File: src/sv/framebuffer_shape_drawer_top_defines.svh
// Assertion helpers for the shape drawer.
`ifndef FRAMEBUFFER_SHAPE_DRAWER_TOP_DEFINES_SVH
`define FRAMEBUFFER_SHAPE_DRAWER_TOP_DEFINES_SVH

`ifndef ASSERT_OFF
// same-cycle implication
`define FSD_ASSERT_IMP(name, clk, rst_n, ante, cons) \
    name: assert property (@(posedge clk) disable iff (!rst_n) (ante) |-> (cons)) \
        else $error("fsd: check failed");
// next-cycle implication
`define FSD_ASSERT_NXT(name, clk, rst_n, ante, cons) \
    name: assert property (@(posedge clk) disable iff (!rst_n) (ante) |=> (cons)) \
        else $error("fsd: check failed");
`else
`define FSD_ASSERT_IMP(name, clk, rst_n, ante, cons)
`define FSD_ASSERT_NXT(name, clk, rst_n, ante, cons)
`endif

`endif

File: src/sv/fsd_ram.sv
module fsd_ram #(
    parameter int WIDTH = 8,
    parameter int DEPTH = 256
) (
    input  logic                     i_clk,
    input  logic                     i_we,
    input  logic [$clog2(DEPTH)-1:0] i_waddr,
    input  logic [WIDTH-1:0]         i_wdata,
    input  logic                     i_re,
    input  logic [$clog2(DEPTH)-1:0] i_raddr,
    output logic [WIDTH-1:0]         o_rdata
);

    logic [WIDTH-1:0] r_mem [DEPTH];
    logic [WIDTH-1:0] r_rdata;

    always_ff @(posedge i_clk) begin
        if (i_we) begin
            r_mem[i_waddr] <= i_wdata;
        end
        if (i_re) begin
            r_rdata <= r_mem[i_raddr];
        end
    end

    assign o_rdata = r_rdata;

endmodule

File: config.mk
export PLATFORM = sky130hd
export DESIGN_NAME = fsd_ram
export DESIGN_NICKNAME = d
export VERILOG_FILES = /design/src/sv/framebuffer_shape_drawer_top_defines.svh /design/src/sv/fsd_ram.sv
export SDC_FILE = /design/constraint.sdc
export NUM_CORES = 2
export LEC_CHECK = 0
export ABC_CLOCK_PERIOD_IN_PS = 2500
export BUFFER_PORTS_ARGS = -buffer_cell sky130_fd_sc_hd__buf_4
export CAP_MARGIN = 20
export CORE_ASPECT_RATIO = 1.75
export CORE_MARGIN = 1
export CORE_UTILIZATION = 63
export CTS_CLUSTER_SIZE = 8
export DETAILED_ROUTE_END_ITERATION = 10
export GPL_ROUTABILITY_DRIVEN = 0
export PLACE_DENSITY = 0.79
export SYNTH_ARGS = -nofsm -noshare
export SYNTH_HDL_FRONTEND = slang
export SYNTH_SLANG_ARGS = --single-unit
File: constraint.sdc
create_clock -name i_clk -period 2.5 [get_ports i_clk]
set_input_delay 0.125 -clock i_clk [delete_from_list [all_inputs] [get_ports i_clk]]
set_output_delay 0.125 -clock i_clk [all_outputs]
set_load 0.02 [all_outputs]
==> impl_results.md <==
* Clock Power Share at 45.6%
* Failing checks: setup timing
* Startpoint Class: flip-flop
* Initial Utilization at around 63%
* Postcts setup bufs at 0
* Slew @ Worst Pin at 1.13 ns
* Vias at 46,362
* Pleak at 31.1 nW
* Remaining routing DRC violations at 0
* Drt initial violations at 7,378
* Max VDD drop at between 700 and 800 µV
* CTS tree: done
* Hold Path Class: input pin to flip-flop
* Grt ovf at 0
* Max incr delay on CP at 0.53 ns
* Layout Area Growth over Synthesis at 19.0%
* Vias in the first global route at 47,895
* Final Total Pwr at 78.0 mW
* Antenna violations before repair at 14
* Power Internal at 61.5 mW
* Seq pwr share at 48.9%
* Synth Warn # at 0
* Worst-path cell chain: mux4_2, mux4_2, nor2b_4, nor4_4, buf_4, nor4_2
* Gate power share at 5.5%
* Syn Nets at 3,760
* Slew Viols, Final at 0
* Slew margin rel. at 24.5%
* Sw frac at roughly a fifth
* Post-synth top flop: edfxtp_1
* Commonest non-fill, non-tap cell in the layout: edfxtp_1
* Final core occ at 75.6%
* Drt wl/cell at 38.9 µm
* Synth unique cells at 54
* FMAX at 390 MHz
* Area of the core at roughly 130,000 µm²
* Worst-case clock buffer depth at 4
* PortBufs at 34
* Total CTS buffers at between 300 and 400
* WP data arrival at 3.20 ns
* PwrDens at 823 nW/µm²
* CP dominant cell by count: mux4_2
* HPWL after DPL at 140 mm
* Async S/R FF share, synth at 0%
* 1st-pass router iterations at 7
* Status: complete, but fails checks
* Unrepaired setup endpoints after global routing: true
* Die Ht at 472 µm
* Worst setup margin at -0.0657 ns
* Post-synth EDFFs at 2,056
* Req. time, crit path at between 3 and 4 ns
* #FFs+latches synth at 2,056
* Hold Fails Final Rpt at 0
* Buf/Inv on CP at 1
* Die width at 271 µm
* Post-synthesis cell area at 79,600 µm²
* Endpoints failing setup at 3
* Antenna viol nets, final at 0
* Share of layout cells above drive strength 1 at 33.5%
* Root Buffer: clkbuf_16
* I/O pin cnt at 35
* Seq/Total Area, Yosys at about 78%
* Period minus WS final at roughly 2.6 ns
* Most frequent cells in the layout: edfxtp_1, buf_4, mux4_2, clkbuf_16, nor2_1
* Row cnt at approximately 170
* Vias per cell at 7.50
* Worst hold slack at 0.0846 ns
* Crit share post-route at 103%
* GRT Overall Usage at approximately two fifths
* Setup Skew at approximately 0.044 ns
* CP max stage cell: mux4_2
* # H-tree levels at 5
* CTS Sinks at 2,056
* Max_cap viols at 0
* Final #Nets at around 4,500
* Switching power at 16.5 mW
* Critical path class: flip-flop to flip-flop
* Worst setup EP type: flip-flop
* Total Wirelength at approximately 240 mm
* Worst skew pair latency at 0.90 ns
* DIE AREA at 128,000 µm²
* Crit path max fanout at 1
* CP top delay family: multiplexers
* Largest net degree at the start of global routing at around 110
* Cells after synthesis at 3,733
* First-pass GRT wire length at 341 mm
* Clock-pin slew on the worst setup and hold paths at 0.05 ns
* Syn_area_per_cell at approximately 21 µm²
==> power by group through the flow <==
stage                     clock network (mW)  registers (mW)  logic, mW
after floorplan                            0            38.8       1.85
after global placement                     0            38.8       3.84
after detailed placement                   0            38.8       3.94
after CTS                               35.5            38.1       4.14
after global routing                    36.7            38.1       4.36
final                                   35.5            38.2       4.31
==> cells by family after synthesis <==
group                  after synthesis  share of synthesized area (%)
AND/OR/NAND/NOR                    466                           2.63
multiplexers                       591                           14.6
buffers and inverters              235                           1.83
AO/OA/AOI/OAI                      385                           3.42
flip-flops                        2056                           77.5
==> stage by stage <==
step | instances | setup TNS, ns | setup WS [ns] | cell area (µm²)
5_1_grt | 6170 | -0.109 | -0.0557 | 94800
4_1_cts | 6169 | -0.0510 | -0.0510 | 94600
3_5_place_dp | 5837 | -5.64 | -0.989 | 86500
2_1_floorplan | 3733 | 0 | 0.299 | 79600
6_report | 6181 | -0.133 | -0.0657 | 94800
3_3_place_gp | 5836 | -5.73 | -1.06 | 86500
==> worst min-delay path, stage by stage <==
cell and delay [ns]:
buf_4 0.19, nand2_1 0.12, buf_4 0.19, nor2_1 0.14
==> path summary, 6_finish.rpt <==
path	from	to	slack (ns)	cells past startpoint
worst max-delay path	r_mem[84][0]$_DFFE_PP_	o_rdata[0]$_DFFE_PP_	-0.07	6
worst min-delay path	i_we	r_mem[95][2]$_DFFE_PP_	0.08	4
worst max register to register	r_mem[84][0]$_DFFE_PP_	o_rdata[0]$_DFFE_PP_	-0.07	6
worst min register to register	r_mem[62][3]$_DFFE_PP_	o_rdata[3]$_DFFE_PP_	1.12	5
==> flip-flops by register name, indices dropped and copies added (netlist names) <==
signal / cells
o_rdata: 8
r_mem: 2048
==> cell usage after synthesis (21+ instances only) <==
cell type,instances,share of area [%]
a21oi_1,96,0.60
a22oi_1,133,1.3
buf_1,22,0.10
buf_2,31,0.19
buf_4,27,0.25
buf_6,21,0.30
clkbuf_1,111,0.52
edfxtp_1,2056,78
mux2i_1,134,1.7
mux4_2,454,13
nand2_1,33,0.16
nand3_1,34,0.21
nor2_1,282,1.3
nor2b_1,31,0.24
nor3_1,22,0.14
nor4_1,24,0.19
o221ai_1,46,0.51
o22ai_1,28,0.22
==> layout make-up <==
type                    instances  area (µm²)
clock buffers                 312        7810
diodes                         12        30.0
inverters                       2        7.51
flip-flops and latches       2056       61700
clock inverters                 5        51.3
well taps                    1653        2070
repair buffers                699        6350
fillers                      5827       30700
multi-input cells            1442       16700
==> metal layers <==
| metal | wire length, µm | GRT usage (%) |
|---|---|---|
| met1 | 70100 | 42.5 |
| met2 | 118000 | 62.0 |
| met4 | 24400 | 30.9 |
| met5 | 149 | 0 |
| met3 | 28200 | 10.6 |
==> timing repair <==
action,4_1_cts,5_1_grt
setup endpoints to repair,7,8
gates cloned,0,0
resized for setup,24,23
pin swaps,6,7
hold endpoints to repair,515,0
hold buffers,15,0
Power figures use the tool's default switching activity.
