$ cat config.mk
export PLATFORM = sky130hd
export DESIGN_NAME = fsd_datapath
export DESIGN_NICKNAME = d
export VERILOG_FILES = /design/src/sv/framebuffer_shape_drawer_top_defines.svh /design/src/sv/fsd_pkg.sv /design/src/sv/fsd_datapath.sv
export SDC_FILE = /design/constraint.sdc
export NUM_CORES = 2
export LEC_CHECK = 0
export ABC_CLOCK_PERIOD_IN_PS = 11800
export BUFFER_PORTS_ARGS = -buffer_cell sky130_fd_sc_hd__clkbuf_2
export CAP_MARGIN = 20
export CORE_MARGIN = 2
export CORE_UTILIZATION = 29
export DETAILED_ROUTE_END_ITERATION = 16
export MAX_ROUTING_LAYER = met4
export SLEW_MARGIN = 20
export SYNTH_ARGS = -nofsm -noshare
export SYNTH_HDL_FRONTEND = slang
export SYNTH_SLANG_ARGS = --single-unit
$ cat constraint.sdc
create_clock -name i_clk -period 11.8 [get_ports i_clk]
set_input_delay 0 -clock i_clk [delete_from_list [all_inputs] [get_ports i_clk]]
set_output_delay 0 -clock i_clk [all_outputs]
set_load 0.03 [all_outputs]
$ cat src/sv/framebuffer_shape_drawer_top_defines.svh
// Assertion helpers for the shape drawer.
`ifndef FRAMEBUFFER_SHAPE_DRAWER_TOP_DEFINES_SVH
`define FRAMEBUFFER_SHAPE_DRAWER_TOP_DEFINES_SVH

`ifndef ASSERT_OFF
// same-cycle implication
`define FSD_ASSERT_IMP(name, clk, rst_n, ante, cons) \
    name: assert property (@(posedge clk) disable iff (!rst_n) (ante) |-> (cons)) \
        else $error("fsd: check failed");
// next-cycle implication
`define FSD_ASSERT_NXT(name, clk, rst_n, ante, cons) \
    name: assert property (@(posedge clk) disable iff (!rst_n) (ante) |=> (cons)) \
        else $error("fsd: check failed");
`else
`define FSD_ASSERT_IMP(name, clk, rst_n, ante, cons)
`define FSD_ASSERT_NXT(name, clk, rst_n, ante, cons)
`endif

`endif

$ cat src/sv/fsd_pkg.sv
package fsd_pkg;

    // frame geometry
    localparam int FRAME_SIDE  = 256;
    localparam int ANGLE_POINTS = 629;
    localparam int COORD_W     = $clog2(FRAME_SIDE);
    localparam int ADDR_W      = $clog2(FRAME_SIDE * FRAME_SIDE);
    localparam int DEPTH       = FRAME_SIDE * FRAME_SIDE;
    localparam int PIX_W       = 8;
    localparam int FIELD_W     = 10;
    localparam int IN_DATA_W   = 4 * FIELD_W;
    localparam int MODE_W      = 2;
    localparam int PW          = 12;    // signed working coordinate
    localparam int K_W         = $clog2(ANGLE_POINTS);

    // rotation recurrence, Q30
    localparam int Q30_W   = 32;
    localparam int MAG_W   = 31;
    localparam int CST_W   = 30;
    localparam int PROD_W  = MAG_W + CST_W;
    localparam int Q30_SH  = 30;
    localparam int Q15_W   = 17;
    localparam int Q15_SH  = 15;
    localparam int Q15_ONE = 32768;
    localparam int DR_W    = FIELD_W + Q15_W;
    localparam int TRUNC_SH = 16;

    localparam logic signed [Q30_W-1:0] Q30_ONE   = Q30_W'(1073741824);
    localparam logic [CST_W-1:0]        STEP_COS  = CST_W'(1073688137);
    localparam logic [CST_W-1:0]        STEP_SIN  = CST_W'(10737239);
    localparam logic [PROD_W-1:0]       ROUND_Q30 = PROD_W'(1) << (Q30_SH - 1);
    localparam logic [Q30_W-1:0]        ROUND_Q15 = Q30_W'(1) << (Q15_SH - 1);

    localparam logic [PIX_W-1:0] PIX_WHITE = PIX_W'(255);
    localparam logic [PIX_W-1:0] PIX_BLACK = PIX_W'(0);

    localparam logic signed [PW-1:0]  FS_LAST    = PW'(FRAME_SIDE - 1);
    localparam logic signed [PW-1:0]  FS_SIZE    = PW'(FRAME_SIDE);
    localparam logic [ADDR_W-1:0]     ROW_STRIDE = ADDR_W'(FRAME_SIDE);
    localparam logic [ADDR_W-1:0]     ADDR_LAST  = ADDR_W'(DEPTH - 1);
    localparam logic [K_W-1:0]        K_LAST     = K_W'(ANGLE_POINTS - 1);

    typedef enum logic [MODE_W-1:0] {
        MODE_RECT = 2'd0,
        MODE_OVAL = 2'd1,
        MODE_READ = 2'd2,
        MODE_NOP  = 2'd3
    } t_mode;

    typedef struct packed {
        t_mode                     mode;
        logic signed [FIELD_W-1:0] row;
        logic signed [FIELD_W-1:0] col;
        logic signed [FIELD_W-1:0] height;
        logic signed [FIELD_W-1:0] width;
    } t_item;

    typedef enum logic [2:0] {
        ST_CLEAR,
        ST_IDLE,
        ST_RECT_SETUP,
        ST_RECT_CHECK,
        ST_RECT_RUN,
        ST_OVAL,
        ST_READ,
        ST_FINISH
    } t_state;

    typedef enum logic [2:0] {
        OP_NONE,
        OP_CLEAR,
        OP_LOAD,
        OP_RECT_SETUP,
        OP_RECT_STEP,
        OP_OVAL,
        OP_READ,
        OP_PUSH
    } t_op;

    // per-point schedule of the ellipse
    typedef enum logic [2:0] {
        OV_Q15,
        OV_SCALE,
        OV_OFFSET,
        OV_PLOT,
        OV_DRAIN0,
        OV_DRAIN1,
        OV_DRAIN2,
        OV_COMMIT
    } t_ov_step;

    typedef struct packed {
        t_op      op;
        t_ov_step step;
    } t_cmd;

    typedef struct packed {
        logic clear_last;
        logic rect_empty;
        logic rect_last_col;
        logic rect_last_row;
        logic out_free;
    } t_status;

    typedef struct packed {
        logic vld;
        logic sub;
        logic dst_s;
        logic first;
    } t_mac_ctl;

    function automatic logic signed [Q15_W-1:0] q30_to_q15(input logic signed [Q30_W-1:0] v);
        logic [Q30_W-1:0] mag;
        logic [Q30_W-1:0] q;
        mag = v[Q30_W-1] ? Q30_W'(-v) : Q30_W'(v);
        q   = (mag + ROUND_Q15) >> Q15_SH;
        if (q > Q30_W'(Q15_ONE)) begin
            q = Q30_W'(Q15_ONE);
        end
        return v[Q30_W-1] ? -$signed(Q15_W'(q)) : $signed(Q15_W'(q));
    endfunction

    // divide by 2^16, rounding toward zero
    function automatic logic signed [PW-1:0] trunc_q16(input logic signed [DR_W-1:0] a);
        logic [DR_W-1:0] mag;
        logic [PW-1:0]   q;
        mag = a[DR_W-1] ? DR_W'(-a) : DR_W'(a);
        q   = PW'(mag >> TRUNC_SH);
        return a[DR_W-1] ? -$signed(q) : $signed(q);
    endfunction

    function automatic logic in_frame(input logic signed [PW-1:0] r,
                                      input logic signed [PW-1:0] c);
        return !r[PW-1] && (r < FS_SIZE) && !c[PW-1] && (c < FS_SIZE);
    endfunction

    function automatic logic [ADDR_W-1:0] pix_addr(input logic signed [PW-1:0] r,
                                                   input logic signed [PW-1:0] c);
        return ADDR_W'(r[COORD_W-1:0]) * ROW_STRIDE + ADDR_W'(c[COORD_W-1:0]);
    endfunction

endpackage

$ cat src/sv/fsd_datapath.sv
module fsd_datapath (
    input  logic                         i_clk,
    input  logic                         i_rst_n,
    input  fsd_pkg::t_cmd                i_cmd,
    input  fsd_pkg::t_item               i_item,
    output fsd_pkg::t_status             o_status,
    output logic                         o_ram_we,
    output logic [fsd_pkg::ADDR_W-1:0]   o_ram_waddr,
    output logic [fsd_pkg::PIX_W-1:0]    o_ram_wdata,
    output logic                         o_ram_re,
    output logic [fsd_pkg::ADDR_W-1:0]   o_ram_raddr,
    input  logic [fsd_pkg::PIX_W-1:0]    i_ram_rdata,
    output logic                         o_res_valid,
    input  logic                         i_res_ready,
    output logic [fsd_pkg::PIX_W-1:0]    o_res_pixel,
    output logic                         o_res_read
);

    import fsd_pkg::*;

    // latched request
    logic signed [FIELD_W-1:0] r_row, r_col, r_h, r_w;
    logic                      r_is_read;
    logic signed [PW-1:0]      row_x, col_x, h_x, w_x, rect_bot, rect_rgt;

    // rectangle scan
    logic signed [PW-1:0] r_bot, r_rgt, r_r1, r_c0, r_c1, r_cur_r, r_cur_c;
    logic                 is_border;

    // ellipse
    logic signed [Q30_W-1:0] r_cq, r_sq, r_acc_c, r_acc_s;
    logic signed [Q15_W-1:0] r_s15, r_c15;
    logic signed [DR_W-1:0]  r_dr, r_dc;
    logic signed [PW-1:0]    r_pr, r_pc;

    // recurrence multiply pipeline
    logic                    iss_vld, iss_sub, iss_dst_s, iss_first, iss_sin;
    logic signed [Q30_W-1:0] iss_a, iss_neg_a;
    logic [MAG_W-1:0]        iss_mag;
    logic [CST_W-1:0]        iss_cst;
    t_mac_ctl                r_ma, r_mb, r_mc;
    logic [MAG_W-1:0]        r_ma_mag;
    logic [CST_W-1:0]        r_ma_cst;
    logic [PROD_W-1:0]       r_prod, prod_rnd;
    logic signed [Q30_W-1:0] r_p, acc_base, acc_new;

    // clearing pass and result register
    logic [ADDR_W-1:0] r_clr_addr;
    logic              r_res_valid;
    logic [PIX_W-1:0]  r_res_pixel;
    logic              r_res_read;

    assign row_x    = PW'(r_row);
    assign col_x    = PW'(r_col);
    assign h_x      = PW'(r_h);
    assign w_x      = PW'(r_w);
    assign rect_bot = row_x + h_x;
    assign rect_rgt = col_x + w_x;
    assign is_border = (r_cur_r == row_x) || (r_cur_r == r_bot) ||
                       (r_cur_c == col_x) || (r_cur_c == r_rgt);

    // multiply issue: two products per new cos, two per new sin
    always_comb begin
        iss_vld   = (i_cmd.op == OP_OVAL);
        iss_a     = r_cq;
        iss_sin   = 1'b0;
        iss_sub   = 1'b0;
        iss_dst_s = 1'b0;
        iss_first = 1'b0;
        case (i_cmd.step)
            OV_Q15: begin
                iss_first = 1'b1;
            end
            OV_SCALE: begin
                iss_a   = r_sq;
                iss_sin = 1'b1;
                iss_sub = 1'b1;
            end
            OV_OFFSET: begin
                iss_a     = r_sq;
                iss_dst_s = 1'b1;
                iss_first = 1'b1;
            end
            OV_PLOT: begin
                iss_sin   = 1'b1;
                iss_dst_s = 1'b1;
            end
            default: iss_vld = 1'b0;
        endcase
    end

    assign iss_neg_a = -iss_a;
    assign iss_mag   = iss_a[Q30_W-1] ? iss_neg_a[MAG_W-1:0] : iss_a[MAG_W-1:0];
    assign iss_cst   = iss_sin ? STEP_SIN : STEP_COS;
    assign prod_rnd  = r_prod + ROUND_Q30;
    assign acc_base  = r_mc.first ? '0 : (r_mc.dst_s ? r_acc_s : r_acc_c);
    assign acc_new   = r_mc.sub ? acc_base - r_p : acc_base + r_p;

    always_ff @(posedge i_clk) begin
        if (!i_rst_n) begin
            r_ma        <= '0;
            r_mb        <= '0;
            r_mc        <= '0;
            r_clr_addr  <= '0;
            r_res_valid <= 1'b0;
        end else begin
            r_ma.vld   <= iss_vld;
            r_ma.sub   <= iss_sub ^ iss_a[Q30_W-1];
            r_ma.dst_s <= iss_dst_s;
            r_ma.first <= iss_first;
            r_mb       <= r_ma;
            r_mc       <= r_mb;
            if (i_cmd.op == OP_CLEAR) begin
                r_clr_addr <= r_clr_addr + 1'b1;
            end
            if (i_cmd.op == OP_PUSH) begin
                r_res_valid <= 1'b1;
            end else if (i_res_ready) begin
                r_res_valid <= 1'b0;
            end
        end
    end

    always_ff @(posedge i_clk) begin
        r_ma_mag <= iss_mag;
        r_ma_cst <= iss_cst;
        r_prod   <= PROD_W'(r_ma_mag) * PROD_W'(r_ma_cst);
        r_p      <= Q30_W'(prod_rnd >> Q30_SH);
        if (r_mc.vld) begin
            if (r_mc.dst_s) begin
                r_acc_s <= acc_new;
            end else begin
                r_acc_c <= acc_new;
            end
        end

        case (i_cmd.op)
            OP_LOAD: begin
                r_row     <= i_item.row;
                r_col     <= i_item.col;
                r_h       <= i_item.height;
                r_w       <= i_item.width;
                r_is_read <= (i_item.mode == MODE_READ) &&
                             in_frame(PW'(i_item.row), PW'(i_item.col));
                r_cq      <= Q30_ONE;
                r_sq      <= '0;
            end
            OP_RECT_SETUP: begin
                r_bot   <= rect_bot;
                r_rgt   <= rect_rgt;
                r_r1    <= (rect_bot > FS_LAST) ? FS_LAST : rect_bot;
                r_c1    <= (rect_rgt > FS_LAST) ? FS_LAST : rect_rgt;
                r_c0    <= col_x[PW-1] ? '0 : col_x;
                r_cur_r <= row_x[PW-1] ? '0 : row_x;
                r_cur_c <= col_x[PW-1] ? '0 : col_x;
            end
            OP_RECT_STEP: begin
                if (r_cur_c == r_c1) begin
                    r_cur_c <= r_c0;
                    r_cur_r <= r_cur_r + 1'b1;
                end else begin
                    r_cur_c <= r_cur_c + 1'b1;
                end
            end
            OP_OVAL: begin
                case (i_cmd.step)
                    OV_Q15: begin
                        r_s15 <= q30_to_q15(r_sq);
                        r_c15 <= q30_to_q15(r_cq);
                    end
                    OV_SCALE: begin
                        r_dr <= DR_W'(r_h) * DR_W'(r_s15);
                        r_dc <= DR_W'(r_w) * DR_W'(r_c15);
                    end
                    OV_OFFSET: begin
                        r_pr <= row_x - trunc_q16(r_dr);
                        r_pc <= col_x + trunc_q16(r_dc);
                    end
                    OV_COMMIT: begin
                        r_cq <= r_acc_c;
                        r_sq <= r_acc_s;
                    end
                    default: ;
                endcase
            end
            OP_PUSH: begin
                r_res_pixel <= r_is_read ? i_ram_rdata : PIX_BLACK;
                r_res_read  <= r_is_read;
            end
            default: ;
        endcase
    end

    // frame store port selection
    always_comb begin
        o_ram_we    = 1'b0;
        o_ram_waddr = r_clr_addr;
        o_ram_wdata = PIX_WHITE;
        o_ram_re    = 1'b0;
        o_ram_raddr = pix_addr(row_x, col_x);
        case (i_cmd.op)
            OP_CLEAR: begin
                o_ram_we = 1'b1;
            end
            OP_RECT_STEP: begin
                o_ram_we    = 1'b1;
                o_ram_waddr = pix_addr(r_cur_r, r_cur_c);
                o_ram_wdata = is_border ? PIX_BLACK : PIX_WHITE;
            end
            OP_OVAL: begin
                o_ram_we    = (i_cmd.step == OV_PLOT) && in_frame(r_pr, r_pc);
                o_ram_waddr = pix_addr(r_pr, r_pc);
                o_ram_wdata = PIX_BLACK;
            end
            OP_READ: begin
                o_ram_re = 1'b1;
            end
            default: ;
        endcase
    end

    assign o_status.clear_last    = (r_clr_addr == ADDR_LAST);
    assign o_status.rect_empty    = (r_cur_r > r_r1) || (r_cur_c > r_c1);
    assign o_status.rect_last_col = (r_cur_c == r_c1);
    assign o_status.rect_last_row = (r_cur_r == r_r1);
    assign o_status.out_free      = !r_res_valid || i_res_ready;

    assign o_res_valid = r_res_valid;
    assign o_res_pixel = r_res_pixel;
    assign o_res_read  = r_res_read;

endmodule

==> impl_metrics.toml <==
[run_status]
run_status = "finished clean"

[sta]
final_period_minus_worst_setup_slack_ns = 9.77
timing.slew.headroom_pct = 32.7
setup_tns_final_ns = 0
setup_viol_count_final = 0
fin_worst_skew_ns = 0.0422
rsz0062_at_grt = "false"
layout_worst_path_cycle_share_pct = 82.8
finalHoldViolations = 0
worst_margin_slew_ns = 1.01
max_clock_freq_mhz = 102
drv_slew = 0

[yosys]
synth_async_sr_flop_share_pct = 0
synth-seq-area-share_pct = 22.3
syn_inst = 6042
postSynthRegisterBits = 492
ys.warnings.count = 0
syn_avg_cell_area_um2 = 10.1
top_ff_cell_synth = "sky130_fd_sc_hd__edfxtp_1"
synthesis.area_um2 = 60800
synth_enable_flop_cells = 367
netlist-cell-type-count = 96
synth.top_cell.area_share_pct = 29.9
yosysTopAreaCell = "sky130_fd_sc_hd__fa_1"
syn_nets = 7572
yosys-top-cells-area = "sky130_fd_sc_hd__fa_1 (30%), sky130_fd_sc_hd__edfxtp_1 (18%), sky130_fd_sc_hd__ha_1 (12%)"

[clock_network]
worstSkewPairLatency_ns = 0.65
postCtsSetupRepairBufs = 0
h_tree_lvls = 2
cts-root-buf = "sky130_fd_sc_hd__clkbuf_16"
numCtsBuffers = 58
clock_slew_seen_by_the_registers_of_the_worst_setup_and_hold_paths_ns = 0.07
clock_sink_count = 492
max-clock-path-buffers = 3
tritoncts = "yes"

[detailed_routing]
viasPerCell = 4.63
first_pass_iters = 5
num_vias = 41400
met2RoutedLength_mm = 75.1
wl_per_instance_um = 17.6
route.antenna.remaining_nets = 0
postRouteWirelength_mm = 158
drt-met1-wl_mm = 71.5
drc = 0
drt_iter0_markers = 3111
top_signal_layer_used = "met4"
met3WireLength_mm = 7.46

[critical_path]
timing.critical_path.required_ns = 12.33
arrival_ns = 10.30
timing.reg2reg.setup_slack_ns = 2.03
start_kind = "flop"
path_max_fanout = 15
reg2regPathDepth = 29
timing.critical_path.slowest_stage_cell = "sky130_fd_sc_hd__a2111oi_2"
worst_path_most_repeated_cell = "sky130_fd_sc_hd__fa_1"
setup.worst_path.end_class = "flop"
critical_path.max_stage_delay_ns = 0.82
crit_path_category = "flop to flop"

[floorplan]
die_height_um = 462
die_width_um = 462
floorplan.rows = 168
ios = 116
start_util_pct = 29.1
die_area_um2 = 213000
core_region_area_um2 = 209000

[placement]
placedInstanceArea_um2 = 64200
numPortBuffers = 115
place_congestion = 0.960
dp_hpwl_mm = 130

[finish]
num-fill-cells = 21300
final_core_utilization_pct = 32.0
antenna_cells_inserted = 0
area_delta_synth_final_pct = 9.99
layout-drive-gt1-share_pct = 5.27
commonest_cells_after_routing_fill_and_taps_aside = "sky130_fd_sc_hd__inv_1 (1133), sky130_fd_sc_hd__fa_1 (907), sky130_fd_sc_hd__ha_1 (564), sky130_fd_sc_hd__nand2_1 (413), sky130_fd_sc_hd__edfxtp_1 (367)"
mostFrequentLayoutCell = "sky130_fd_sc_hd__inv_1"
final_nets = 7612
stdcell_area_um2 = 66800

[global_routing]
number_of_global_route_vias_before_repair = 44100
grt_pass1_wl_mm = 251
grt_antenna_before_repair = 3
grt-ovfl-total = 0
pin_count_of_the_biggest_net_entering_global_routing = 87
grt.total_usage_pct = 15.4

[job]
maxCapViolCount = 0

[worst_hold_path]
hold_class = "primary input to flop"
min_delay_path_depth = 2
==> path summary, 6_finish.rpt <==
| path | endpoint | startpoint |
|---|---|---|
| worst max-delay path | r_prod[60] | r_ma_mag[5] |
| worst min-delay path | r_row[5] | i_item[35] |
| worst max register to register | r_prod[60] | r_ma_mag[5] |
| worst min register to register | r_mc[2] | r_mb[2] |
==> area by class of cell <==
type | instances | area (µm²) | area share [%]
multi-input combinational | 4181 | 42000 | 62.9
sequential | 492 | 13500 | 20.2
inverter | 1139 | 4280 | 6.40
tap | 2805 | 3510 | 5.25
clock buffer | 71 | 1570 | 2.35
timing repair buffer | 210 | 1440 | 2.16
clock inverter | 38 | 460 | 0.689
==> worst max-delay path, delay by kind of cell, from the launching register on <==
kind | cells | cell delay (ns)
AO/OA/AOI/OAI | 9 | 2.86
adder cells (fa/ha/maj) | 9 | 4.08
buffers and inverters | 4 | 0.23
flip-flops | 1 | 0.78
multiplexers | 1 | 0.23
AND/OR/NAND/NOR | 6 | 1.46
==> registers in the layout, indices dropped and copies added (netlist names), 16 cells and up <==
name	count
r_cq	32
r_p	31
r_acc_s	32
r_c15	17
r_acc_c	32
r_ma_mag	31
r_prod	32
r_clr_addr	16
r_s15	17
r_dr	27
r_sq	32
r_dc	27
==> through the flow <==
step	std cells	hold WS, ns	worst slack (ns)
6_report	8936	0.0594	2.03
5_1_grt	8936	0.0289	1.57
4_1_cts	8936	0.00496	1.98
3_5_place_dp	8766	0.179	2.01
3_3_place_gp	8766	0.177	1.39
2_1_floorplan	6042	0.0793	3.39
==> cell families (layout without fill, tap and decap cells) <==
group,count (synthesis),in the layout,synth area share [%]
xor+xnor,446,446,6.43
buf+inv,1369,1458,8.64
mux,94,94,1.57
simple gates,1527,1527,12.7
flops,492,492,22.3
compound gates,641,641,6.84
fa+ha+maj,1473,1473,41.5
==> Yosys cell counts, types with 132 or more instances <==
cell type and instances:
sky130_fd_sc_hd__inv_1 1134, sky130_fd_sc_hd__fa_1 907, sky130_fd_sc_hd__ha_1 564, sky130_fd_sc_hd__nand2_1 413, sky130_fd_sc_hd__edfxtp_1 367, sky130_fd_sc_hd__xnor2_1 314
sky130_fd_sc_hd__nor2_1 286, sky130_fd_sc_hd__and2_1 202, sky130_fd_sc_hd__a21oi_1 194, sky130_fd_sc_hd__clkbuf_1 185, sky130_fd_sc_hd__o21ai_0 140, sky130_fd_sc_hd__xor2_1 132
==> timing repair <==
action / 4_1_cts / 5_1_grt
hold buffers: 61 / 0
setup endpoints to repair: 0 / 0
gates resized for setup: 0 / 0
hold endpoints to repair: 65 / 0
==> per-layer routing <==
layer  track usage, %  up-vias
met1             20.4    20800
met2             25.1      953
met3             1.79      165
met4             3.44        0
li1                 -    19500
met5                -        -
Power is not shown: default switching activity piles up to over one toggle a cycle in this logic, so the estimate is an artifact.
