## src/sv/framebuffer_shape_drawer_top_defines.svh

```systemverilog
// Assertion helpers for the shape drawer.
`ifndef FRAMEBUFFER_SHAPE_DRAWER_TOP_DEFINES_SVH
`define FRAMEBUFFER_SHAPE_DRAWER_TOP_DEFINES_SVH

`ifndef ASSERT_OFF
// same-cycle implication
`define FSD_ASSERT_IMP(name, clk, rst_n, ante, cons) \
    name: assert property (@(posedge clk) disable iff (!rst_n) (ante) |-> (cons)) \
        else $error("fsd: check failed");
// next-cycle implication
`define FSD_ASSERT_NXT(name, clk, rst_n, ante, cons) \
    name: assert property (@(posedge clk) disable iff (!rst_n) (ante) |=> (cons)) \
        else $error("fsd: check failed");
`else
`define FSD_ASSERT_IMP(name, clk, rst_n, ante, cons)
`define FSD_ASSERT_NXT(name, clk, rst_n, ante, cons)
`endif

`endif

```

## src/sv/fsd_pkg.sv

```systemverilog
package fsd_pkg;

    // frame geometry
    localparam int FRAME_SIDE  = 256;
    localparam int ANGLE_POINTS = 629;
    localparam int COORD_W     = $clog2(FRAME_SIDE);
    localparam int ADDR_W      = $clog2(FRAME_SIDE * FRAME_SIDE);
    localparam int DEPTH       = FRAME_SIDE * FRAME_SIDE;
    localparam int PIX_W       = 8;
    localparam int FIELD_W     = 10;
    localparam int IN_DATA_W   = 4 * FIELD_W;
    localparam int MODE_W      = 2;
    localparam int PW          = 12;    // signed working coordinate
    localparam int K_W         = $clog2(ANGLE_POINTS);

    // rotation recurrence, Q30
    localparam int Q30_W   = 32;
    localparam int MAG_W   = 31;
    localparam int CST_W   = 30;
    localparam int PROD_W  = MAG_W + CST_W;
    localparam int Q30_SH  = 30;
    localparam int Q15_W   = 17;
    localparam int Q15_SH  = 15;
    localparam int Q15_ONE = 32768;
    localparam int DR_W    = FIELD_W + Q15_W;
    localparam int TRUNC_SH = 16;

    localparam logic signed [Q30_W-1:0] Q30_ONE   = Q30_W'(1073741824);
    localparam logic [CST_W-1:0]        STEP_COS  = CST_W'(1073688137);
    localparam logic [CST_W-1:0]        STEP_SIN  = CST_W'(10737239);
    localparam logic [PROD_W-1:0]       ROUND_Q30 = PROD_W'(1) << (Q30_SH - 1);
    localparam logic [Q30_W-1:0]        ROUND_Q15 = Q30_W'(1) << (Q15_SH - 1);

    localparam logic [PIX_W-1:0] PIX_WHITE = PIX_W'(255);
    localparam logic [PIX_W-1:0] PIX_BLACK = PIX_W'(0);

    localparam logic signed [PW-1:0]  FS_LAST    = PW'(FRAME_SIDE - 1);
    localparam logic signed [PW-1:0]  FS_SIZE    = PW'(FRAME_SIDE);
    localparam logic [ADDR_W-1:0]     ROW_STRIDE = ADDR_W'(FRAME_SIDE);
    localparam logic [ADDR_W-1:0]     ADDR_LAST  = ADDR_W'(DEPTH - 1);
    localparam logic [K_W-1:0]        K_LAST     = K_W'(ANGLE_POINTS - 1);

    typedef enum logic [MODE_W-1:0] {
        MODE_RECT = 2'd0,
        MODE_OVAL = 2'd1,
        MODE_READ = 2'd2,
        MODE_NOP  = 2'd3
    } t_mode;

    typedef struct packed {
        t_mode                     mode;
        logic signed [FIELD_W-1:0] row;
        logic signed [FIELD_W-1:0] col;
        logic signed [FIELD_W-1:0] height;
        logic signed [FIELD_W-1:0] width;
    } t_item;

    typedef enum logic [2:0] {
        ST_CLEAR,
        ST_IDLE,
        ST_RECT_SETUP,
        ST_RECT_CHECK,
        ST_RECT_RUN,
        ST_OVAL,
        ST_READ,
        ST_FINISH
    } t_state;

    typedef enum logic [2:0] {
        OP_NONE,
        OP_CLEAR,
        OP_LOAD,
        OP_RECT_SETUP,
        OP_RECT_STEP,
        OP_OVAL,
        OP_READ,
        OP_PUSH
    } t_op;

    // per-point schedule of the ellipse
    typedef enum logic [2:0] {
        OV_Q15,
        OV_SCALE,
        OV_OFFSET,
        OV_PLOT,
        OV_DRAIN0,
        OV_DRAIN1,
        OV_DRAIN2,
        OV_COMMIT
    } t_ov_step;

    typedef struct packed {
        t_op      op;
        t_ov_step step;
    } t_cmd;

    typedef struct packed {
        logic clear_last;
        logic rect_empty;
        logic rect_last_col;
        logic rect_last_row;
        logic out_free;
    } t_status;

    typedef struct packed {
        logic vld;
        logic sub;
        logic dst_s;
        logic first;
    } t_mac_ctl;

    function automatic logic signed [Q15_W-1:0] q30_to_q15(input logic signed [Q30_W-1:0] v);
        logic [Q30_W-1:0] mag;
        logic [Q30_W-1:0] q;
        mag = v[Q30_W-1] ? Q30_W'(-v) : Q30_W'(v);
        q   = (mag + ROUND_Q15) >> Q15_SH;
        if (q > Q30_W'(Q15_ONE)) begin
            q = Q30_W'(Q15_ONE);
        end
        return v[Q30_W-1] ? -$signed(Q15_W'(q)) : $signed(Q15_W'(q));
    endfunction

    // divide by 2^16, rounding toward zero
    function automatic logic signed [PW-1:0] trunc_q16(input logic signed [DR_W-1:0] a);
        logic [DR_W-1:0] mag;
        logic [PW-1:0]   q;
        mag = a[DR_W-1] ? DR_W'(-a) : DR_W'(a);
        q   = PW'(mag >> TRUNC_SH);
        return a[DR_W-1] ? -$signed(q) : $signed(q);
    endfunction

    function automatic logic in_frame(input logic signed [PW-1:0] r,
                                      input logic signed [PW-1:0] c);
        return !r[PW-1] && (r < FS_SIZE) && !c[PW-1] && (c < FS_SIZE);
    endfunction

    function automatic logic [ADDR_W-1:0] pix_addr(input logic signed [PW-1:0] r,
                                                   input logic signed [PW-1:0] c);
        return ADDR_W'(r[COORD_W-1:0]) * ROW_STRIDE + ADDR_W'(c[COORD_W-1:0]);
    endfunction

endpackage

```

## src/sv/fsd_ctrl.sv

```systemverilog
`include "framebuffer_shape_drawer_top_defines.svh"

module fsd_ctrl (
    input  logic            i_clk,
    input  logic            i_rst_n,
    input  logic            i_in_valid,
    output logic            o_in_ready,
    input  fsd_pkg::t_mode   i_mode,
    input  fsd_pkg::t_status i_status,
    output fsd_pkg::t_cmd    o_cmd
);

    import fsd_pkg::*;

    t_state          r_state, n_state;
    t_ov_step        r_step, n_step;
    logic [K_W-1:0]  r_k, n_k;

    always_ff @(posedge i_clk) begin
        if (!i_rst_n) begin
            r_state <= ST_CLEAR;
            r_step  <= OV_Q15;
            r_k     <= '0;
        end else begin
            r_state <= n_state;
            r_step  <= n_step;
            r_k     <= n_k;
        end
    end

    always_comb begin
        n_state    = r_state;
        n_step     = r_step;
        n_k        = r_k;
        o_in_ready = 1'b0;
        o_cmd.op   = OP_NONE;
        o_cmd.step = r_step;
        case (r_state)
            ST_CLEAR: begin
                o_cmd.op = OP_CLEAR;
                if (i_status.clear_last) begin
                    n_state = ST_IDLE;
                end
            end
            ST_IDLE: begin
                o_in_ready = 1'b1;
                if (i_in_valid) begin
                    o_cmd.op = OP_LOAD;
                    case (i_mode)
                        MODE_RECT: n_state = ST_RECT_SETUP;
                        MODE_OVAL: begin
                            n_state = ST_OVAL;
                            n_step  = OV_Q15;
                            n_k     = '0;
                        end
                        MODE_READ: n_state = ST_READ;
                        default:   n_state = ST_FINISH;
                    endcase
                end
            end
            ST_RECT_SETUP: begin
                o_cmd.op = OP_RECT_SETUP;
                n_state  = ST_RECT_CHECK;
            end
            ST_RECT_CHECK: begin
                n_state = i_status.rect_empty ? ST_FINISH : ST_RECT_RUN;
            end
            ST_RECT_RUN: begin
                o_cmd.op = OP_RECT_STEP;
                if (i_status.rect_last_col && i_status.rect_last_row) begin
                    n_state = ST_FINISH;
                end
            end
            ST_OVAL: begin
                o_cmd.op = OP_OVAL;
                n_step   = t_ov_step'(r_step + 1'b1);
                if (r_step == OV_COMMIT) begin
                    if (r_k == K_LAST) begin
                        n_state = ST_FINISH;
                    end else begin
                        n_k = r_k + 1'b1;
                    end
                end
            end
            ST_READ: begin
                o_cmd.op = OP_READ;
                n_state  = ST_FINISH;
            end
            ST_FINISH: begin
                if (i_status.out_free) begin
                    o_cmd.op = OP_PUSH;
                    n_state  = ST_IDLE;
                end
            end
            default: n_state = ST_IDLE;
        endcase
    end

    `FSD_ASSERT_NXT(a_clear_done, i_clk, i_rst_n, (r_state == ST_CLEAR) && i_status.clear_last, r_state == ST_IDLE)
    `FSD_ASSERT_NXT(a_rect_end, i_clk, i_rst_n, (r_state == ST_RECT_RUN) && i_status.rect_last_col && i_status.rect_last_row, r_state == ST_FINISH)
    `FSD_ASSERT_NXT(a_oval_end, i_clk, i_rst_n, (r_state == ST_OVAL) && (r_step == OV_COMMIT) && (r_k == K_LAST), r_state == ST_FINISH)
    `FSD_ASSERT_NXT(a_oval_hold, i_clk, i_rst_n, (r_state == ST_OVAL) && (r_step != OV_COMMIT), r_state == ST_OVAL)

endmodule

```

## config.mk

```make
export PLATFORM = sky130hd
export DESIGN_NAME = fsd_ctrl
export DESIGN_NICKNAME = d
export VERILOG_FILES = /design/src/sv/fsd_pkg.sv /design/src/sv/fsd_ctrl.sv
export VERILOG_INCLUDE_DIRS = /design/src /design/src/sv
export SDC_FILE = /design/constraint.sdc
export NUM_CORES = 1
export LEC_CHECK = 0
export ABC_AREA = 0
export BUFFER_PORTS_ARGS = -buffer_cell sky130_fd_sc_hd__buf_2
export CAP_MARGIN = 30
export CORE_ASPECT_RATIO = 1.25
export CORE_UTILIZATION = 54
export CTS_CLUSTER_SIZE = 24
export DETAILED_ROUTE_END_ITERATION = 16
export PLACE_DENSITY_LB_ADDON = 0.25
export RECOVER_POWER = 50
export SLEW_MARGIN = 20
export SYNTH_ARGS = -nofsm -noshare
export SYNTH_HDL_FRONTEND = slang
export SYNTH_SLANG_ARGS = --single-unit
```

## constraint.sdc

```tcl
create_clock -name i_clk -period 2.2 [get_ports i_clk]
set_clock_uncertainty 0.15 [all_clocks]
set_input_delay 0.11 -clock i_clk [delete_from_list [all_inputs] [get_ports i_clk]]
set_output_delay 0.11 -clock i_clk [all_outputs]
set_load 0.05 [all_outputs]
```

==> results of run 1 <==
==> power by group through the flow <==
stage / sequential (mW) / combinational, mW / clock [mW]
6_report: 0.322 / 0.149 / 0.160
5_1_grt: 0.326 / 0.163 / 0.175
4_1_cts: 0.322 / 0.152 / 0.162
3_5_place_dp: 0.329 / 0.152 / 0
3_3_place_gp: 0.327 / 0.150 / 0
2_1_floorplan: 0.312 / 0.133 / 0
==> Yosys cell counts (2+ instances only) <==
cell,n
a21oi_1,7
a22oi_1,2
a31oi_1,7
and3_1,4
and3b_1,2
and4bb_2,2
buf_6,3
clkbuf_1,6
dfxtp_1,16
ha_1,4
inv_1,5
nand2_1,10
nand3_1,5
nand3b_1,2
nand4_1,3
nor2_1,6
nor2b_1,3
nor3_1,5
o211ai_1,4
o21ai_0,9
o221a_2,2
or3_1,2
==> logic make-up (layout without fill, tap and decap cells) <==
| family | Yosys count | after routing | share of synthesized area |
|---|---|---|---|
| AOI/OAI and AO/OA | 43 | 43 | 0.281 |
| adders and majority gates | 4 | 4 | 0.0481 |
| buffers and inverters | 16 | 28 | 0.0805 |
| DFF | 16 | 16 | 0.308 |
| muxes | 1 | 1 | 0.00962 |
| and+or+nand+nor | 49 | 49 | 0.273 |
==> worst max-delay path: stages (launching register included) <==
cell      delay, ps
dfxtp_1         380
ha_1            170
ha_1            210
nand4b_1        120
a21boi_0        150
buf_4           180
a211o_1         270
a32o_1          250
==> state kept, by name, indices dropped and copies added (netlist names) <==
register and cells:
r_k 10, r_state 3, r_step 3
==> per-stage QoR <==
stage                      util  cell area, µm²
after detailed placement  0.619            1110
after CTS                 0.632            1130
after floorplan               -            1040
after global routing      0.627            1120
after global placement    0.619            1110
final                     0.627            1120
==> worst min-delay path by stage <==
stage | cells past startpoint | end | from
after floorplan | 2 | r_state[0] | i_rst_n
after global placement | 3 | r_state[0] | i_status[3]
after detailed placement | 3 | r_state[0] | i_status[3]
after CTS | 3 | r_state[0] | i_status[3]
after global routing | 3 | r_state[0] | i_mode[0]
final | 3 | r_state[0] | i_status[3]
==> final cells by class <==
cell class	instances	area share
multi-input cells	97	0.569
clock buffers	3	0.0201
repair buffers	19	0.0838
flip-flops and latches	16	0.286
well taps	19	0.0212
inverters	6	0.0201
==> per-layer routing <==
| layer | part of all wire | vias to the layer above | wire length, µm | track usage |
|---|---|---|---|---|
| met1 | 0.43 | 506 | 1010 | 0.255 |
| met4 | 0.011 | 0 | 27 | 0.0753 |
| met5 | 0 | - | 0 | 0 |
| li1 | - | 514 | - | - |
| met2 | 0.52 | 25 | 1240 | 0.453 |
| met3 | 0.035 | 4 | 82 | 0.0652 |
==> impl_metrics.yaml, run 1 <==
layout:
  ff_latch_area_um2: 320
  layout_common_cells: "dfxtp_1 (16), buf_2 (12), nand2_1 (10)"
  drive_above_1_share: 0.163
  fill_cells: 166
  layout.nets: 157
  final_cell_count_no_fill: 160
  area_growth_pct: 7.57
  multi_input_area_um2: 637
  final_common_cell: "dfxtp_1"
  n_antenna_cell: 0
floorplan:
  row_count: 17
  core_area_um2: 1790
  die_w_um: 41.3
  die-area_um2: 2110
  ios: 17
  initial_core_util: 0.583
  die_h_um: 51.1
logic_synthesis:
  yosysSeqAreaShare: 0.308
  ys_ff_latch: 16
  synth_nets: 143
  synthesis.area_um2: 1040
  synth_ff_type: "dfxtp_1"
  synth_edf_count: 0
  yosys_warnings: 0
  synth.top_cell.area_share: 0.308
  yosysTopAreaCell: "dfxtp_1"
  synth_cells: 129
  avgSynthCellArea_um2: 8.07
  synthArstFlopShare: 0
  ys_types: 42
  ys_top_cells_by_area: "dfxtp_1 (31%), ha_1 (4.8%), o21ai_0 (4.3%)"
power_and_ir_drop:
  pwr-share-comb: 0.236
  p_int_mw: 0.409
  p_total_mw: 0.630
  power_density_nw_per_um2: 563
  seqPwrFrac: 0.511
  p_sw_mw: 0.221
  power_leakage_nw: 0.450
  swShare: 0.350
  pwr-share-clk: 0.253
  peakVddDrop_v: 0.000310
placed_design:
  dpl.cell_count: 157
  hpwlAfterDp_um: 1750
  post-place-ws_ps: 217
  routabilityCongestion: 0.821
  io_buffers: 16
worst_setup_path:
  critPathLaunch: "r_step[0]"
  reg2reg_setup_slack_ps: 230
  cp_max_fo: 12
  crit_end: "r_k[4]"
  critPathKind: "reg2reg"
  r2r_start: "r_step[0]"
  end_kind: "flop"
  critPathLaunchType: "flop"
  arrival_ps: 2020
  required_ps: 2250
  ff2ff_path_depth: 7
  r2r-end: "r_k[4]"
clock_network:
  postCtsSetupBuffers: 0
  cts.sinks: 16
  cts_buffers: 3
  clk_latency_ps: 300
  cts_hold_repair.buffers: 0
  cts_tree: "built"
  root_buffer: "clkbuf_4"
  cts_max_level: 1
  cts_resized: 0
  clk_pin_slew_ps: 100
  clk_path_buf_depth: 2
route:
  routed-via-count: 1049
  wl_per_cell_um: 14.7
  first_pass_iters: 4
  ant_nets: 0
  viasPerCell: 6.56
  wl_um: 2360
  drt_iter0_drc: 32
  drc: 0
timing:
  slew_violations: 0
  finalHoldViolations: 0
  tightest_slew_ps: 602
  slew_headroom: 0.601
  min_period_over_period: 0.897
  setup-violations-final: 0
  holdWs_ps: 24.7
  finalSetupTns_ps: 0
  grt_setup_unrepaired: "false"
  period_minus_slack_ps: 1970
  fmax_mhz: 507
  timing.final.ws_setup_ps: 227
min_path:
  hold_path_class: "in2reg"
global_route:
  grt_usage: 0.248
  grt_max_degree: 15
  grt_pass1_wl_um: 3610
  grt_pass1_vias: 908
  grt_antenna_before_repair: 0
  grt.overflow.total: 0
outcome:
  outcome: "finished, final reports clean"
job:
  drv_cap: 0
Note: power is estimated with default switching activity, not from simulation.
==> run 2, diff against run 1 <==
Settings changed: CORE_ASPECT_RATIO 1.25 to unset, CORE_UTILIZATION 54 to 34.
==> run 2 against run 1 <==
Critical path depth unchanged. Non-clock buffer count up 1. Wire length down 1.1%. Fmax down 0.60%. Sequential cell count unchanged. Clock power up 24%. Die area up 56%. Register-to-register slack about the same. Core utilization down 22 points. Global-route usage down 9.3 points. Final cell count up 8.8%. Count of clock-buffer cells in the layout up 1. Critical endpoint unchanged.
==> impl_metrics.yaml, run 2 (synthesized netlist as in run 1, its figures left out) <==
timing:
  period_minus_slack_ps: 1980
  grt_setup_unrepaired: "false"
  finalHoldViolations: 0
  min_period_over_period: 0.902
  slew_violations: 0
  fmax_mhz: 504
  finalSetupTns_ps: 0
  tightest_slew_ps: 613
  setup-violations-final: 0
  slew_headroom: 0.593
floorplan:
  die-area_um2: 3290
  ios: 17
  die_h_um: 57.3
  row_count: 19
  core_area_um2: 2830
  initial_core_util: 0.368
  die_w_um: 57.3
placed_design:
  io_buffers: 16
  dpl.cell_count: 170
  hpwlAfterDp_um: 1760
  routabilityCongestion: 0.826
power_and_ir_drop:
  power_leakage_nw: 0.463
  swShare: 0.331
  p_total_mw: 0.673
  pwr-share-comb: 0.237
  power_density_nw_per_um2: 581
  seqPwrFrac: 0.469
  p_sw_mw: 0.222
  peakVddDrop_v: 0.000320
  p_int_mw: 0.451
  pwr-share-clk: 0.294
layout:
  area_growth_pct: 11.3
  final_common_cell: "dfxtp_1"
  multi_input_area_um2: 637
  fill_cells: 293
  final_cell_count_no_fill: 174
  post-route-util: 0.410
  drive_above_1_share: 0.175
  n_antenna_cell: 0
  top_register: "r_k"
  reg_top3: "r_k x10, r_state x3, r_step x3"
  ff_latch_area_um2: 320
  layout.nets: 158
  largest_register_ffs: 10
  layout_common_cells: "dfxtp_1 (16), buf_2 (11), nand2_1 (10)"
clock_network:
  clk_pin_slew_ps: 100
  cts_hold_repair.buffers: 0
  cts_tree: "built"
  cts.sinks: 16
  clk_latency_ps: 290
  clk_path_buf_depth: 2
  root_buffer: "clkbuf_4"
  cts_resized: 0
  postCtsSetupBuffers: 0
  cts_max_level: 1
  cts_buffers: 3
worst_setup_path:
  ff2ff_path_depth: 7
  crit_slowest_cell: "dfxtp_1"
  end_kind: "flop"
  required_ps: 2240
  r2r_start: "r_step[0]"
  crit_top_cell: "ha_1"
  cp_max_fo: 12
  reg2reg_setup_slack_ps: 220
  critPathKind: "reg2reg"
  arrival_ps: 2030
  r2r-end: "r_k[4]"
  critPathLaunchType: "flop"
  cp_slowest_stage_delay_ps: 380
  crit_chain: "ha_1 -> ha_1 -> nand4b_1 -> a21boi_0 -> buf_4 -> a211o_1 -> a32o_1"
route:
  first_pass_iters: 4
  wl_per_cell_um: 13.4
  viasPerCell: 5.85
  wl_um: 2330
  ant_nets: 0
  drt_iter0_drc: 29
  drc: 0
  routed-via-count: 1018
min_path:
  holdPathEnd: "r_k[3]"
  hp-start: "i_rst_n"
  hold_depth: 2
  hold_path_class: "in2reg"
global_route:
  grt_usage: 0.155
  grt_pass1_vias: 919
  grt_antenna_before_repair: 0
  grt_pass1_wl_um: 4000
  grt_max_degree: 15
  grt.overflow.total: 0
job:
  drv_cap: 0
outcome:
  outcome: "finished, final reports clean"
## run 2: changes by cell type in the layout (fill, tap and decap cells not counted)
cell	change
buf_4	+2
buf_2	-1
clkbuf_8	+1
## run 2: power by group through the flow
| stage | clock [mW] | combinational (mW) | sequential (mW) |
|---|---|---|---|
| after floorplan | 0 | 0.133 | 0.312 |
| final | 0.198 | 0.160 | 0.316 |
| after global routing | 0.219 | 0.173 | 0.318 |
| after CTS | 0.208 | 0.161 | 0.315 |
| after detailed placement | 0 | 0.161 | 0.322 |
| after global placement | 0 | 0.160 | 0.321 |
## run 2: area by class of cell
type | count | share of cell area
Clock buffer | 4 | 0.0313
Inverter | 6 | 0.0194
Multi-Input combinational cell | 97 | 0.550
Sequential cell | 16 | 0.276
Tap cell | 31 | 0.0335
Timing Repair Buffer | 20 | 0.0896
## run 2: layer usage
layer	GRT usage	wire (µm)	part of all wire
met1	0.202	1110	0.48
met2	0.261	1120	0.48
met3	0.0136	83	0.036
met4	0.0697	17	0.0073
met5	0	0	0
## run 2: stage by stage
| step | hold WS, ps | area [µm²] | setup slack, ps |
|---|---|---|---|
| after floorplan | 107 | 1040 | 29.6 |
| after global placement | 333 | 1130 | 310 |
| after detailed placement | 335 | 1130 | 232 |
| after CTS | 26.8 | 1160 | 223 |
| after global routing | 42.7 | 1160 | 86.1 |
| final | 38.3 | 1160 | 215 |
## run 2: worst max path at each step
stage               endpoint       from  cells after the start  slack (ps)
finish                r_k[4]  r_step[0]                      7         220
global route          r_k[7]  r_step[0]                      7          90
CTS                   r_k[4]  r_step[0]                      7         220
detailed placement    r_k[4]  r_step[0]                      7         230
global placement      r_k[4]  r_step[0]                      7         310
floorplan             r_k[7]  r_step[0]                      7          30
## run 2: worst max-delay path, delay by kind of cell, from the launching register on
kind / cells / cell delay (ps)
buffers and inverters: 1 / 180
adders and majority gates: 2 / 390
and+or+nand+nor: 1 / 130
DFF: 1 / 380
AOI/OAI and AO/OA: 3 / 670
==> run 3, diff against run 2 <==
Settings changed: CORE_ASPECT_RATIO set to 1.25.
==> run 3 against run 2 <==
Final cell count rose by 2.3%. Register-to-register slack barely moved. Via count rose by 2.5%. Final area fell by 0.11%. Total power fell by 1.0%. Count of clock-buffer cells in the layout did not move. Non-clock buffer count fell by 1. Global-route usage rose by 0.64 points. Core utilization fell by 1.3 points. Critical endpoint unchanged. Highest routed layer unchanged.
==> impl_metrics.yaml, run 3 (synthesized netlist as in run 1, its figures left out) <==
worst_setup_path:
  crit_slowest_cell: "dfxtp_1"
  critPathBufInv: 1
  critPathLaunchType: "flop"
  cp_max_fo: 12
  crit_chain: "ha_1 -> ha_1 -> nand4b_1 -> a21boi_0 -> buf_4 -> a211o_1 -> a32o_1"
  critPathKind: "reg2reg"
  cp_slowest_stage_delay_ps: 380
  end_kind: "flop"
  required_ps: 2230
  cpLargestDelayFamily: "compound AO/OA/AOI/OAI gates"
  reg2reg_setup_slack_ps: 220
  arrival_ps: 2010
  crit_top_cell: "ha_1"
layout:
  drive_above_1_share: 0.169
  largest_register_ffs: 10
  layout_common_cells: "dfxtp_1 (16), buf_2 (11), nand2_1 (10)"
  reg_top3: "r_k x10, r_state x3, r_step x3"
  n_antenna_cell: 0
  fill_cells: 336
  final_common_cell: "dfxtp_1"
  layout.nets: 157
  top_register: "r_k"
  area_growth_pct: 11.2
global_route:
  grt_usage: 0.161
  grt.overflow.total: 0
  grt_antenna_before_repair: 0
  grt_max_degree: 15
  grt_pass1_vias: 976
  grt_pass1_wl_um: 4110
power_and_ir_drop:
  swShare: 0.328
  power_density_nw_per_um2: 576
  pwr-share-clk: 0.290
  seqPwrFrac: 0.481
  p_int_mw: 0.448
  pwr-share-comb: 0.229
  power_leakage_nw: 0.458
  peakVddDrop_v: 0.000380
  p_sw_mw: 0.219
timing:
  timing.final.ws_setup_ps: 225
  min_period_over_period: 0.898
  finalHoldViolations: 0
  tightest_slew_ps: 597
  period_minus_slack_ps: 1980
  grt_setup_unrepaired: "false"
  slew_headroom: 0.604
  slew_violations: 0
  setup-violations-final: 0
  fmax_mhz: 506
  finalSetupTns_ps: 0
route:
  routed-wl-met2_um: 1130
  viasPerCell: 5.86
  ant_nets: 0
  drt_iter0_drc: 29
  drc: 0
  first_pass_iters: 4
  wl_um: 2380
  met3_length_um: 113
  drt-met1-wl_um: 1090
  routed-via-count: 1043
  wl_per_cell_um: 13.4
  top_layer_used: "met4"
placed_design:
  hpwlAfterDp_um: 1780
  io_buffers: 16
  routabilityCongestion: 0.791
  post-place-ws_ps: 249
floorplan:
  initial_core_util: 0.357
  core_area_um2: 2920
  row_count: 22
  die_h_um: 63.9
  die-area_um2: 3290
  die_w_um: 51.5
  ios: 17
job:
  drv_cap: 0
clock_network:
  cts_tree: "built"
  cts_buffers: 3
  clk_latency_ps: 280
  clk_path_buf_depth: 2
  cts_resized: 0
  clk_pin_slew_ps: 90
  root_buffer: "clkbuf_4"
  postCtsSetupBuffers: 0
  cts.sinks: 16
  cts_hold_repair.buffers: 0
  cts_max_level: 1
outcome:
  outcome: "finished, final reports clean"
min_path:
  hold_path_class: "in2reg"
==> run 3: changes by cell type in the layout (fill, tap and decap cells not counted) <==
cell	before	now
buf_4	4	3
==> run 3: routing by layer <==
metal	vias to the layer above	global-route usage
li1	519	-
met1	486	0.187
met2	32	0.287
met3	6	0.0310
met4	0	0.0541
met5	-	0
==> run 3: worst min-delay path: cells and delay by family <==
family | cells | cell delay, ps
buffers and inverters | 1 | 90
AOI/OAI and AO/OA | 2 | 230
==> run 3: worst paths after layout <==
path / startpoint / cells past startpoint / endpoint
max: r_step[0] / 7 / r_k[4]
min: i_status[3] / 3 / r_state[0]
max reg2reg: r_step[0] / 7 / r_k[4]
min reg2reg: r_k[9] / 2 / r_k[9]
==> run 3: cell type report <==
class	instances	area, µm²	area share
clock buffer	4	36.3	0.0314
inverter	6	22.5	0.0195
multi-input combinational	97	637	0.550
sequential	16	320	0.277
tap	36	45.0	0.0389
timing repair buffer	19	96.3	0.0832
==> run 3: through the flow <==
step	hold WS, ps	instance area [µm²]	power [mW]	utilization	cells
after detailed placement	320	1130	0.480	0.386	174
after CTS	27.3	1160	0.675	0.399	178
after floorplan	107	1040	0.446	-	129
after global routing	49.0	1160	0.699	0.397	178
after global placement	325	1130	0.478	0.386	174
final	30.0	1160	0.666	0.397	178
==> run 3: power groups by stage <==
| stage | combinational [mW] | clock [mW] | sequential (mW) |
|---|---|---|---|
| floorplan | 0.133 | 0 | 0.312 |
| global route | 0.165 | 0.211 | 0.323 |
| finish | 0.153 | 0.193 | 0.320 |
| global placement | 0.153 | 0 | 0.325 |
| CTS | 0.155 | 0.201 | 0.319 |
| detailed placement | 0.154 | 0 | 0.326 |
